--- config.mk ---
export PLATFORM = sky130hd
export DESIGN_NAME = uyvyyy_to_rgb888_stream_core
export DESIGN_NICKNAME = d
export VERILOG_FILES = /design/src/hw/rtl/uyvy2rgb_pkg.sv /design/src/hw/rtl/uyvy2rgb_unpack.sv /design/src/hw/rtl/uyvy2rgb_convert.sv /design/src/hw/rtl/uyvyyy_to_rgb888_stream_core.sv
export SDC_FILE = /design/constraint.sdc
export NUM_CORES = 1
export LEC_CHECK = 0
export ABC_CLOCK_PERIOD_IN_PS = 8400
export BUFFER_PORTS_ARGS = -buffer_cell sky130_fd_sc_hd__buf_2
export CORE_UTILIZATION = 30
export CTS_CLUSTER_DIAMETER = 30
export DETAILED_ROUTE_END_ITERATION = 8
export MAX_ROUTING_LAYER = met4
export PLACE_DENSITY = 0.48
export SLEW_MARGIN = 5
export SYNTH_ARGS = -nofsm -noshare
export SYNTH_HDL_FRONTEND = slang
export SYNTH_SLANG_ARGS = --single-unit
--- constraint.sdc ---
create_clock -name clk -period 8.4 [get_ports clk]
set_clock_uncertainty 0.1 [all_clocks]
set_input_delay 1.68 -clock clk [delete_from_list [all_inputs] [get_ports clk]]
set_output_delay 1.68 -clock clk [all_outputs]
set_load 0.03 [all_outputs]
--- src/hw/rtl/uyvy2rgb_pkg.sv ---
// ----------------------------------------------------------------------------
// uyvy2rgb_pkg
// Shared types and constants for the packed U Y V Y Y Y to RGB888 converter.
// ----------------------------------------------------------------------------
package uyvy2rgb_pkg;

	// one byte of the packed stream
	typedef struct packed {
		logic [7:0] data_byte;
		logic       frame_start;
	} in_item_t;

	// one converted pixel
	typedef struct packed {
		logic [7:0] red;
		logic [7:0] green;
		logic [7:0] blue;
	} out_item_t;

	// luma and chroma of a pixel waiting for conversion
	typedef struct packed {
		logic [7:0] luma;
		logic [7:0] cb;
		logic [7:0] cr;
	} pix_req_t;

	// byte position inside a six-byte group
	localparam logic [2:0] PhU  = 3'd0;
	localparam logic [2:0] PhY0 = 3'd1;
	localparam logic [2:0] PhV  = 3'd2;
	localparam logic [2:0] PhY1 = 3'd3;
	localparam logic [2:0] PhY2 = 3'd4;
	localparam logic [2:0] PhY3 = 3'd5;

	// fixed point conversion, 12 fraction bits
	localparam int SumW   = 23;
	localparam int FracW  = 12;
	localparam logic signed [SumW-1:0] CoefRv    = 23'sd5743;
	localparam logic signed [SumW-1:0] CoefGu    = 23'sd1411;
	localparam logic signed [SumW-1:0] CoefGv    = 23'sd2925;
	localparam logic signed [SumW-1:0] CoefBu    = 23'sd7258;
	localparam logic signed [SumW-1:0] RoundHalf = 23'sd2048;

endpackage

--- src/hw/rtl/uyvy2rgb_unpack.sv ---
// ----------------------------------------------------------------------------
// uyvy2rgb_unpack
// Tracks the group phase, holds chroma and the first luma sample, and
// registers one pixel request per luma byte that produces output.
// ----------------------------------------------------------------------------
module uyvy2rgb_unpack (
	input  logic                   clk,
	input  logic                   arst_n,
	input  logic                   accept,
	input  uyvy2rgb_pkg::in_item_t in_data,
	input  logic                   skip,
	input  logic                   s1_en,
	output logic                   pix_valid_s1,
	output uyvy2rgb_pkg::pix_req_t pix_s1
);

	logic [2:0] phase_q;
	logic [7:0] u_q;
	logic [7:0] v_q;
	logic [7:0] y0_q;
	logic [2:0] phase_cur;
	logic [2:0] phase_nxt;
	logic       emit;
	uyvy2rgb_pkg::pix_req_t req;

	// a frame start or a stray code restarts the group
	assign phase_cur = (in_data.frame_start || phase_q > uyvy2rgb_pkg::PhY3) ?
		uyvy2rgb_pkg::PhU : phase_q;
	assign phase_nxt = (phase_cur >= uyvy2rgb_pkg::PhY3) ? uyvy2rgb_pkg::PhU :
		phase_cur + 3'd1;

	always_comb begin
		emit     = 1'b0;
		req.luma = in_data.data_byte;
		req.cb   = u_q;
		req.cr   = v_q;
		case (phase_cur)
			uyvy2rgb_pkg::PhU: begin
				emit = 1'b0;
			end
			uyvy2rgb_pkg::PhY0: begin
				emit = 1'b0;
			end
			uyvy2rgb_pkg::PhV: begin
				// held y0 pairs with the v arriving now
				emit     = 1'b1;
				req.luma = y0_q;
				req.cr   = in_data.data_byte;
			end
			uyvy2rgb_pkg::PhY1: begin
				emit = 1'b1;
			end
			default: begin
				emit = !skip;
			end
		endcase
	end

	always_ff @(posedge clk or negedge arst_n) begin
		if (!arst_n) begin
			phase_q <= uyvy2rgb_pkg::PhU;
			u_q     <= '0;
			v_q     <= '0;
			y0_q    <= '0;
		end else if (accept) begin
			phase_q <= phase_nxt;
			if (phase_cur == uyvy2rgb_pkg::PhU) begin
				u_q <= in_data.data_byte;
			end
			if (phase_cur == uyvy2rgb_pkg::PhY0) begin
				y0_q <= in_data.data_byte;
			end
			if (phase_cur == uyvy2rgb_pkg::PhV) begin
				v_q <= in_data.data_byte;
			end
		end
	end

	always_ff @(posedge clk or negedge arst_n) begin
		if (!arst_n) begin
			pix_valid_s1 <= 1'b0;
		end else if (s1_en) begin
			pix_valid_s1 <= accept && emit;
		end
	end

	always_ff @(posedge clk) begin
		if (s1_en && accept && emit) begin
			pix_s1 <= req;
		end
	end

	a_phase_range: assert property (@(posedge clk) disable iff (!arst_n)
		phase_q <= uyvy2rgb_pkg::PhY3)
	else $error("group phase out of range");

endmodule

--- src/hw/rtl/uyvy2rgb_convert.sv ---
// ----------------------------------------------------------------------------
// uyvy2rgb_convert
// Fixed point YUV to RGB math with clamping, followed by the output register.
// ----------------------------------------------------------------------------
module uyvy2rgb_convert (
	input  logic                    clk,
	input  logic                    arst_n,
	input  logic                    pix_valid_s1,
	input  uyvy2rgb_pkg::pix_req_t  pix_s1,
	input  logic                    out_stall,
	output logic                    out_en,
	output logic                    out_valid,
	output uyvy2rgb_pkg::out_item_t rgb_pixel
);

	localparam int SumW  = uyvy2rgb_pkg::SumW;
	localparam int FracW = uyvy2rgb_pkg::FracW;

	logic                   valid_s2;
	uyvy2rgb_pkg::out_item_t item_s2;
	uyvy2rgb_pkg::out_item_t pix_rgb;
	logic signed [SumW-1:0] base;
	logic signed [SumW-1:0] u_ext;
	logic signed [SumW-1:0] v_ext;
	logic signed [SumW-1:0] sum_r;
	logic signed [SumW-1:0] sum_g;
	logic signed [SumW-1:0] sum_b;

	function automatic logic [7:0] clamp8(input logic signed [SumW-1:0] s);
		logic signed [SumW-1:0] q;
		q = s >>> FracW;
		if (s < 0) begin
			return 8'd0;
		end else if (q > 255) begin
			return 8'd255;
		end else begin
			return q[7:0];
		end
	endfunction

	assign base  = $signed({3'b000, pix_s1.luma, {FracW{1'b0}}}) + uyvy2rgb_pkg::RoundHalf;
	assign u_ext = $signed({{(SumW-8){pix_s1.cb[7]}}, pix_s1.cb});
	assign v_ext = $signed({{(SumW-8){pix_s1.cr[7]}}, pix_s1.cr});

	assign sum_r = base + v_ext * uyvy2rgb_pkg::CoefRv;
	assign sum_g = base - u_ext * uyvy2rgb_pkg::CoefGu - v_ext * uyvy2rgb_pkg::CoefGv;
	assign sum_b = base + u_ext * uyvy2rgb_pkg::CoefBu;

	assign pix_rgb.red   = clamp8(sum_r);
	assign pix_rgb.green = clamp8(sum_g);
	assign pix_rgb.blue  = clamp8(sum_b);

	assign out_en    = !valid_s2 || !out_stall;
	assign out_valid = valid_s2;
	assign rgb_pixel = item_s2;

	always_ff @(posedge clk or negedge arst_n) begin
		if (!arst_n) begin
			valid_s2 <= 1'b0;
		end else if (out_en) begin
			valid_s2 <= pix_valid_s1;
		end
	end

	always_ff @(posedge clk) begin
		if (out_en && pix_valid_s1) begin
			item_s2 <= pix_rgb;
		end
	end

endmodule

--- src/hw/rtl/uyvyyy_to_rgb888_stream_core.sv ---
// ----------------------------------------------------------------------------
// uyvyyy_to_rgb888_stream_core
// Packed U Y V Y Y Y byte stream to RGB888 pixel converter.
// ----------------------------------------------------------------------------
// Input channel: one byte of the packed stream per item (in_valid / in_stall),
// with frame_start marking the U byte that opens a new frame; a partly
// received group is dropped. Output channel: one RGB888 pixel per luma byte
// (out_valid / out_stall); with skip mode on, the third and fourth luma of
// each group give no pixel. The Y0 pixel leaves when its V byte arrives.
// Config channel: cfg_valid / cfg_ready writes the skip-mode bit (cfg_data);
// ready is always high, write only while the stream is idle.
// Throughput: one byte per cycle while in_stall is low. Each byte is decoded
// into the request register at its accepting edge, and the color math runs
// between the request register and the result register, which drives the
// output and holds the pixel until the receiver takes it.
// Reset: group phase, chroma and held luma clear to zero, skip mode off, no
// pixels pending. When the receiver stalls, the result register holds; the
// request stage still fills, so input stalls only with both stages full.
// ----------------------------------------------------------------------------
module uyvyyy_to_rgb888_stream_core (
	input  logic                    clk,
	input  logic                    arst_n,
	input  logic                    in_valid,
	output logic                    in_stall,
	input  uyvy2rgb_pkg::in_item_t  in_data,
	output logic                    out_valid,
	input  logic                    out_stall,
	output uyvy2rgb_pkg::out_item_t rgb_pixel,
	input  logic                    cfg_valid,
	output logic                    cfg_ready,
	input  logic                    cfg_data
);

	logic                   skip_q;
	logic                   accept;
	logic                   s1_en;
	logic                   out_en;
	logic                   pix_valid_s1;
	uyvy2rgb_pkg::pix_req_t pix_s1;

	assign cfg_ready = 1'b1;
	assign s1_en     = !pix_valid_s1 || out_en;
	assign in_stall  = !s1_en;
	assign accept    = in_valid && !in_stall;

	always_ff @(posedge clk or negedge arst_n) begin
		if (!arst_n) begin
			skip_q <= 1'b0;
		end else if (cfg_valid && cfg_ready) begin
			skip_q <= cfg_data;
		end
	end

	uyvy2rgb_unpack u_unpack (
		.clk          (clk),
		.arst_n       (arst_n),
		.accept       (accept),
		.in_data      (in_data),
		.skip         (skip_q),
		.s1_en        (s1_en),
		.pix_valid_s1 (pix_valid_s1),
		.pix_s1       (pix_s1)
	);

	uyvy2rgb_convert u_convert (
		.clk          (clk),
		.arst_n       (arst_n),
		.pix_valid_s1 (pix_valid_s1),
		.pix_s1       (pix_s1),
		.out_stall    (out_stall),
		.out_en       (out_en),
		.out_valid    (out_valid),
		.rgb_pixel    (rgb_pixel)
	);

	// input backs up only when both stages hold a pixel and the output is stuck
	a_stall_cause: assert property (@(posedge clk) disable iff (!arst_n)
		in_stall |-> (out_valid && out_stall && pix_valid_s1))
	else $error("input stalled without a full pipeline");

	// a frame start byte is a U byte and never produces a pixel
	a_fs_no_pixel: assert property (@(posedge clk) disable iff (!arst_n)
		(accept && in_data.frame_start) |=> !pix_valid_s1)
	else $error("pixel requested on frame start byte");

	// a new output pixel always comes from a pending request
	a_out_source: assert property (@(posedge clk) disable iff (!arst_n)
		$rose(out_valid) |-> $past(pix_valid_s1))
	else $error("output valid without a request");

endmodule
-- Yosys cells after proc, flatten, opt, wreduce, memory -nomap -nowiden
Cells that the tools add are included.
- register bits after elaboration: 78
- mux-type cells: 8
- order comparisons: 8
- equality and inequality tests: 3
- reductions and logical operators: 18
- $add $sub $neg: 6
- multiply operators: 4
- operators by type and width (cell ; number):
    $lt A23 B1 Y1 const B ; 3
    $add A22 B22 Y23 ; 2
    $mul A8 B13 Y21 const B ; 2
    $mux W8 ; 5
    $gt A11 B9 Y1 const B ; 3
    $sub A23 B21 Y23 ; 1
    $sub A23 B23 Y23 ; 1
    $mul A8 B14 Y22 const B ; 1
    $add A20 B12 Y21 const B ; 1
    $mul A8 B12 Y20 const B ; 1
    $eq A3 B2 Y1 const B ; 2
    $mux W3 ; 2
    $logic_and A1 B1 Y1 ; 5
    $logic_not A1 Y1 ; 5
    $reduce_and A2 Y1 ; 2
    $reduce_or A2 Y1 ; 2
    $add A3 B1 Y3 const B ; 1
    $eq A3 B1 Y1 const B ; 1
    $ge A3 B3 Y1 const B ; 1
    $gt A3 B3 Y1 const B ; 1
    $logic_not A3 Y1 ; 1
    $logic_or A1 B1 Y1 ; 3
    $pmux W1 S2 ; 1

-- Depth between registers and ports, before layout
Gate-level depths: netlist of run 1.
- depth after elaboration: 7
- mapped depth: 31

-- Cells and area by module
A second synthesis of run 1 with hierarchy kept.
- cell total of the unflattened synthesis: 1036
- area, all modules: 11050.6 um^2
- modules (own cells, without submodules) (module ; cells an instance ; instances ; area each (um^2)):
    uyvy2rgb_convert ; 901 ; 1 ; 8738.4
    uyvy2rgb_unpack ; 128 ; 1 ; 2240.9
    uyvyyy_to_rgb888_stream_core ; 7 ; 1 ; 71.3

-- Worst setup path before layout of run 1
No wires, ideal clock.
- path kind: register -> register
- start: reg, netlist name u_unpack.pix_s1[15]
- end: reg u_convert.item_s2, in the netlist u_convert.rgb_pixel[13] (data pin)
- data arrival time: 7.272 ns
- clock period less this slack: 7.648 ns
- path slack: 0.752 ns
- cell stages (with the launch flop): 25
- path buffers: 0
- cell sequence: edfxtp_1 -> fa_1 -> inv_1 -> fa_1 -> inv_1 -> fa_1 -> ha_1 -> ha_1 -> and3_1 -> a21oi_1 -> o211ai_1 -> xor2_1 -> ha_1 -> fa_1 -> fa_1 -> fa_1 -> fa_1 -> inv_1 -> ha_1 -> o21ai_0 -> a221o_1 -> a31o_2 -> and4_1 -> nor3_2 -> a31oi_1
- cells in the longest elaborated chain, start to end: 5
- elaborated cells between the ends (all ways): 6
- classes of those cells: add/sub: 2; mul: 1; order compare: 2; mux: 1
- ends and longest elaborated chain (element ; RTL line ; text):
    $mul A8 B12 Y20 (*) ; uyvy2rgb_convert.sv:46 ; assign sum_g = base - u_ext * uyvy2rgb_pkg::CoefGu - v_ext * uyvy2rgb_pkg::CoefGv;
    $sub A23 B23 Y23 (*) ; uyvy2rgb_convert.sv:46 ;
    $sub A23 B21 Y23 (*) ; uyvy2rgb_convert.sv:46 ;
    parallel branches: the longest is 2 deep, another holds $lt A23 B1 Y1 ; - ;
    to (signal assigned) ; uyvy2rgb_convert.sv:67 ; item_s2 <= pix_rgb;
    to (decl) ; uyvy2rgb_convert.sv:20 ; uyvy2rgb_pkg::out_item_t item_s2;
Every way passes the cells marked *.
A chain may end at the register's enable or synchronous reset.

-- Worst setup path in the final report of run 1
- start: reg, netlist name u_unpack.pix_s1[15]
- end: reg u_convert.item_s2, in the netlist u_convert.rgb_pixel[11] (data pin)
- cells in the longest elaborated chain, start to end: 5
- elaborated cells between the ends (all ways): 6
- classes of those cells: add/sub: 2; mul: 1; order compare: 2; mux: 1
- ends and longest elaborated chain (element ; RTL line):
    $mul A8 B12 Y20 (*) ; uyvy2rgb_convert.sv:46
    $sub A23 B23 Y23 (*) ; uyvy2rgb_convert.sv:46
    $sub A23 B21 Y23 (*) ; uyvy2rgb_convert.sv:46
    parallel branches: the longest is 2 deep, another holds $lt A23 B1 Y1 ; -
Marked as above.

==> results of run 1 <==
[cell families (layout without fill, tap and decap cells)]
kind of cell,after synthesis,in the layout,share of synthesized area
compound gates,154,154,0.101
xor+xnor,35,35,0.0286
fa+ha+maj,342,342,0.469
buf+inv,252,307,0.0871
flops,78,78,0.200
mux,34,34,0.0347
other cells,1,1,0.000341
simple gates,177,177,0.0800
[through the flow]
step                setup slack [ns]  utilization  instance area (sq um)  hold slack [ns]  cells
detailed placement             0.403        0.329                  11800            0.334   1573
global route                  0.0710        0.338                  12100            0.368   1589
global placement               0.510        0.329                  11800            0.326   1573
floorplan                      0.752            -                  11000            0.319   1073
finish                         0.492        0.338                  12100            0.348   1589
CTS                            0.379        0.337                  12100            0.349   1589
[synthesized netlist by cell type (4+ instances only)]
cell type / n / share of area
a21o_1: 15 / 0.010
a21oi_2: 8 / 0.0064
inv_1: 245 / 0.084
nand2_1: 50 / 0.017
nor2b_1: 9 / 0.0051
or2_2: 6 / 0.0034
ha_1: 226 / 0.26
and2_1: 6 / 0.0034
xnor2_1: 21 / 0.017
edfxtp_1: 48 / 0.13
a31oi_1: 5 / 0.0028
and3_1: 4 / 0.0023
clkbuf_1: 4 / 0.0014
nand3b_1: 4 / 0.0027
o21ai_0: 13 / 0.0059
nor4_1: 5 / 0.0028
o211ai_1: 5 / 0.0034
o21bai_1: 5 / 0.0034
mux2_2: 33 / 0.034
fa_1: 116 / 0.21
a21oi_1: 40 / 0.018
nand3_1: 18 / 0.0082
o21a_1: 21 / 0.014
nor3_1: 17 / 0.0077
dfrtp_1: 30 / 0.068
nand2b_1: 6 / 0.0034
nor2_1: 37 / 0.013
xor2_1: 13 / 0.010
[path summary, 6_finish.rpt]
path	from	to	depth (start not counted)
setup / recovery	u_unpack.pix_s1[15]$_DFFE_PP_	u_convert.rgb_pixel[11]$_SDFFCE_PN0P_	24
hold / removal	u_unpack.u_q[1]$_DFFE_PN0P_	u_unpack.pix_s1[9]$_DFFE_PP_	0
setup reg to reg	u_unpack.pix_s1[15]$_DFFE_PP_	u_convert.rgb_pixel[11]$_SDFFCE_PN0P_	24
hold reg to reg	u_unpack.u_q[1]$_DFFE_PN0P_	u_unpack.pix_s1[9]$_DFFE_PP_	0
max in group asynchronous	arst_n	u_unpack.u_q[0]$_DFFE_PN0P_	1
min in group asynchronous	arst_n	u_unpack.y0_q[4]$_DFFE_PN0P_	1
[worst register-to-register path: stages (launching register included)]
cell      delay, ns
edfxtp_1       0.54
fa_1           0.59
inv_1          0.10
fa_1           0.51
inv_1          0.05
fa_1           0.45
ha_1           0.31
ha_1           0.38
and3_1         0.20
a21oi_1        0.16
o211ai_1       0.13
xor2_1         0.16
ha_1           0.20
fa_1           0.49
fa_1           0.53
fa_1           0.52
fa_1           0.54
inv_1          0.04
ha_1           0.33
o21ai_0        0.10
a221o_1        0.35
a31o_2         0.25
and4_1         0.20
nor3_4         0.31
a21oi_1        0.12
[final cells by class]
cell class / count / area [sq um] / share of cell area
repair buffers: 46 / 245 / 0.0203
clock inverters: 5 / 40.0 / 0.00331
clock buffers: 11 / 254 / 0.0210
multi-input cells: 743 / 7870 / 0.650
flip-flops and latches: 78 / 2190 / 0.181
well taps: 461 / 577 / 0.0477
inverters: 245 / 920 / 0.0760
[registers in the layout, indices dropped and copies added, names as in the netlist]
signal                 count
u_convert.rgb_pixel       24
skip_q                     1
u_unpack.pix_valid_s1      1
u_unpack.pix_s1           24
u_unpack.phase_q           3
u_unpack.y0_q              8
u_convert.out_valid        1
u_unpack.u_q               8
u_unpack.v_q               8
[layer usage]
layer	vias to the layer above	track usage	routed length, um
met1	3561	0.188	12200
li1	3670	-	-
met3	14	0.0141	485
met2	65	0.234	11700
met5	-	-	0
met4	0	0.0335	283
[repair_timing]
| action | CTS | global route |
|---|---|---|
| hold endpoints to repair | 0 | 0 |
| endpoints found under the setup margin | 0 | 7 |
| gates resized for setup | 0 | 1 |
==> impl_metrics.csv, run 1 <==
group,metric,value,unit
global_route,grtUsageTotal,0.142,
critical_path,slowest_delay,0.59,ns
global_route,grt_overflow_total,0,
critical_path,cp-start-kind,"register",
critical_path,critPathRequiredTime,8.39,ns
clocking,cts_buffer_depth,2,
run_status,status,"complete, no violations",
drt,drt_iter0_drc,225,
yosys,netlist_area,11000,sq um
yosys,synthesis.nets,1430,
hold_path,hold_path_class,"reg2reg",
clocking,hold_buffers,0,
sta,worstMarginPinSlew,1.03,ns
critical_path,cpMostUsedCell,"fa_1",
clocking,htree_levels,3,
sta,min_period,7.91,ns
yosys,ys_seq_area_frac,0.200,
drt,via_per_inst,4.60,
yosys,ys_seq_elements,78,
drt,drt-wirelength-per-cell,15.5,um
critical_path,cp_cell_sequence,"fa_1, inv_1, fa_1, inv_1, fa_1, ha_1, ha_1, and3_1, a21oi_1, o211ai_1, xor2_1, ha_1, fa_1, fa_1, fa_1, fa_1, inv_1, ha_1, o21ai_0, a221o_1, a31o_2, and4_1, nor3_4, a21oi_1",
global_route,grt_max_degree,31,
clocking,cts_setup_buffers,0,
floorplanning,die_h,193,um
critical_path,setup.worst_path.class,"reg2reg",
cells_and_area,nets,1480,
floorplanning,io_pins,42,
yosys,synth-edff-count,48,
floorplanning,fp-row-count,69,
cells_and_area,final_common_cell,"inv_1",
floorplanning,die_area,37400,sq um
sta,hold_viol,0,
clocking,cts_made_buffers,9,
clocking,tritoncts,"done",
floorplanning,die_w,193,um
critical_path,worstPathArrival,7.90,ns
critical_path,rrSetupSlack,0.49,ns
sta,tns,0,ns
yosys,yosysWarnings,0,
sta,fin_crit_sh,0.941,
drt,drc_errors,0,
yosys,syn_inst,1073,
clocking,root_buffer,"clkbuf_16",
sta,fmax,126,MHz
critical_path,path_buf_inv,3,
global_route,grt_pass1_wl,40.3,mm
floorplanning,core-area,35800,sq um
critical_path,cp_slowest_cell,"fa_1",
global_route,grt_pass1_vias,7736,
clocking,clk_pin_slew,0.07,ns
critical_path,crit_path_end_kind,"register",
place,io_buffers,40,
drt,drtAntennaViolNets,0,
sta,setup_viol,0,
drt,dr.pass1.iters,4,
cells_and_area,areaGrowthSynthToFinish,10.1,%
cells_and_area,final_cell_mix,"245 x inv_1, 226 x ha_1, 116 x fa_1, 50 x nand2_1, 48 x edfxtp_1",
yosys,synthArstFlopShare,0.385,
sta,rsz0062_at_grt,"no",
sta,relSlewSlack,0.313,
cells_and_area,final_layout_size_suffix_gt1_frac,0.113,
critical_path,critPathMaxFanout,7,
yosys,ys.flop_type,"edfxtp_1",
place,place_congestion,0.833,
yosys,avgSynthCellArea,10.2,sq um
cells_and_area,fill_cells,3650,
sta,drv_slew,0,
floorplanning,start_util,0.307,
clocking,cts.sinks,78,
clocking,clk_latency,0.35,ns
drt,routed_wl,24.7,mm
yosys,yosys.cell_types.count,70,
place,dp.final_hpwl,20.7,mm
drt,detailroute.via_count,7310,
critical_path,crit_family,"adder cells",
run,cap_violations,0,
cells_and_area,antenna_cells,0,
global_route,antenna_found_initial,0,
Power of run 1 is not shown: default switching activity piles up to over one toggle a cycle in this logic, so the estimate is an artifact.
==> run 2: changes to the inputs <==
CORE_MARGIN = 1.5   (was not set)
==> run 2 against run 1 <==
Critical path depth unchanged. Global-route usage decreased by 0.22 points. Worst setup slack improved by 0.015 ns. Count of clock-buffer cells in the layout decreased by 2. First-iteration DRC count increased by 6.2%. Fmax increased by 0.19%. Register-to-register slack improved by 0.02 ns. Critical endpoint is now u_convert.rgb_pixel[13]$_SDFFCE_PN0P_. Largest cell class unchanged. Highest routed layer unchanged.
==> impl_metrics.csv, run 2 (synthesized netlist as in run 1, its figures left out) <==
group,metric,value,unit
hold_path,hold_depth,0,
floorplanning,die_area,37800,sq um
critical_path,cp_slowest_cell,"fa_1",
clocking,htree_levels,3,
cells_and_area,final_cell_mix,"245 x inv_1, 226 x ha_1, 116 x fa_1, 50 x nand2_1, 48 x edfxtp_1",
critical_path,rr_worst_depth,24,
cells_and_area,final_layout_size_suffix_gt1_frac,0.114,
clocking,tritoncts,"done",
critical_path,worst_r2r_startpoint,"u_unpack.pix_s1[15]$_DFFE_PP_",
cells_and_area,areaGrowthSynthToFinish,10.1,%
floorplanning,fp-row-count,69,
global_route,antenna_found_initial,0,
critical_path,reg2reg_to,"u_convert.rgb_pixel[13]$_SDFFCE_PN0P_",
sta,setup_viol,0,
critical_path,worstPathArrival,7.89,ns
critical_path,cp-start-kind,"register",
hold_path,holdCritStartpoint,"u_unpack.u_q[1]$_DFFE_PN0P_",
run_status,status,"complete, no violations",
floorplanning,core-area,35800,sq um
sta,hold_viol,0,
clocking,clk_pin_slew,0.07,ns
clocking,cts_made_buffers,9,
sta,fmax,127,MHz
global_route,grt_pass1_vias,7726,
hold_path,hold_path_end,"u_unpack.pix_s1[9]$_DFFE_PP_",
sta,worstMarginPinSlew,1.03,ns
clocking,cts.sinks,78,
drt,drt-wirelength-per-cell,15.4,um
critical_path,cpMostUsedCell,"fa_1",
critical_path,path_buf_inv,3,
critical_path,slowest_delay,0.58,ns
drt,drtAntennaViolNets,0,
critical_path,crit_family,"adder cells",
clocking,hold_buffers,0,
place,io_buffers,40,
sta,min_period,7.89,ns
cells_and_area,final_common_cell,"inv_1",
place,dp.final_hpwl,20.8,mm
cells_and_area,nets,1480,
run,cap_violations,0,
cells_and_area,fill_cells,3637,
clocking,root_buffer,"clkbuf_16",
floorplanning,start_util,0.307,
floorplanning,die_w,194,um
sta,drv_slew,0,
critical_path,cp_cell_sequence,"fa_1, inv_1, fa_1, inv_1, fa_1, ha_1, ha_1, and3_1, a21oi_1, o211ai_1, xor2_1, ha_1, fa_1, fa_1, fa_1, fa_1, inv_1, ha_1, o21ai_0, a221o_1, a31o_2, and4_1, nor3_4, a31oi_1",
floorplanning,die_h,194,um
clocking,cts_setup_buffers,0,
global_route,grt_pass1_wl,40.3,mm
critical_path,critPathMaxFanout,7,
drt,via_per_inst,4.62,
floorplanning,io_pins,42,
drt,dr.pass1.iters,4,
drt,detailroute.via_count,7349,
place,postPlaceCellArea,11800,sq um
sta,fin_crit_sh,0.940,
sta,rsz0062_at_grt,"no",
global_route,grt_max_degree,31,
drt,drt_iter0_drc,239,
global_route,grt_overflow_total,0,
critical_path,setup.worst_path.class,"reg2reg",
global_route,grtUsageTotal,0.140,
critical_path,crit_path_end_kind,"register",
clocking,cts_buffer_depth,2,
sta,tns,0,ns
critical_path,critPathRequiredTime,8.39,ns
place,place_congestion,0.824,
critical_path,rrSetupSlack,0.51,ns
sta,relSlewSlack,0.313,
drt,drc_errors,0,
clocking,clk_latency,0.36,ns
drt,routed_wl,24.5,mm
clocking,ctsResizeCount,0,
cells_and_area,fin_area,12100,sq um
hold_path,hold_path_class,"reg2reg",
cells_and_area,antenna_cells,0,
[run 2: cell types whose count changed in the layout (fill, tap and decap cells not counted)]
cell        change
inv_6           +3
clkbuf_1        -1
clkbuf_16       -1
clkinv_2        -1
clkinv_4        -1
clkinv_8        +1
clkinvlp_4      +1
inv_8           -1
[run 2: stage by stage]
stage | instances | setup slack, ns | hold slack, ns | util
2_1_floorplan | 1073 | 0.752 | 0.319 | -
3_3_place_gp | 1573 | 0.515 | 0.330 | 0.329
3_5_place_dp | 1573 | 0.404 | 0.332 | 0.329
4_1_cts | 1589 | 0.394 | 0.349 | 0.337
5_1_grt | 1589 | 0.0509 | 0.360 | 0.337
6_report | 1589 | 0.507 | 0.352 | 0.337
[run 2: layout make-up]
type / instances / area [sq um] / share of cell area
Clock buffer: 9 / 225 / 0.0186
Multi-Input combinational cell: 743 / 7870 / 0.651
Tap cell: 461 / 577 / 0.0477
Clock inverter: 7 / 65.1 / 0.00538
Sequential cell: 78 / 2190 / 0.181
Inverter: 245 / 920 / 0.0761
Timing Repair Buffer: 46 / 245 / 0.0203
[run 2: how the worst max path moves through the flow]
stage                                             start                               endpoint  slack, ns  cells past startpoint
after floorplan           u_unpack.pix_s1[15]$_DFFE_PP_  u_convert.rgb_pixel[13]$_SDFFCE_PN0P_       0.75                     24
after global placement    u_unpack.pix_s1[15]$_DFFE_PP_  u_convert.rgb_pixel[13]$_SDFFCE_PN0P_       0.52                     24
after detailed placement  u_unpack.pix_s1[15]$_DFFE_PP_   u_convert.rgb_pixel[9]$_SDFFCE_PN0P_       0.40                     24
after CTS                 u_unpack.pix_s1[15]$_DFFE_PP_   u_convert.rgb_pixel[9]$_SDFFCE_PN0P_       0.39                     24
after global routing      u_unpack.pix_s1[15]$_DFFE_PP_   u_convert.rgb_pixel[9]$_SDFFCE_PN0P_       0.05                     24
final                     u_unpack.pix_s1[15]$_DFFE_PP_  u_convert.rgb_pixel[13]$_SDFFCE_PN0P_       0.51                     24
[run 2: per-layer routing]
| layer | routed length, um | GRT usage | vias up |
|---|---|---|---|
| met1 | 11800 | 0.182 | 3580 |
| met2 | 11600 | 0.231 | 87 |
| li1 | - | - | 3660 |
| met4 | 335 | 0.0339 | 0 |
| met5 | 0 | - | - |
| met3 | 802 | 0.0193 | 22 |
Power of run 2 is left out for the same reason.
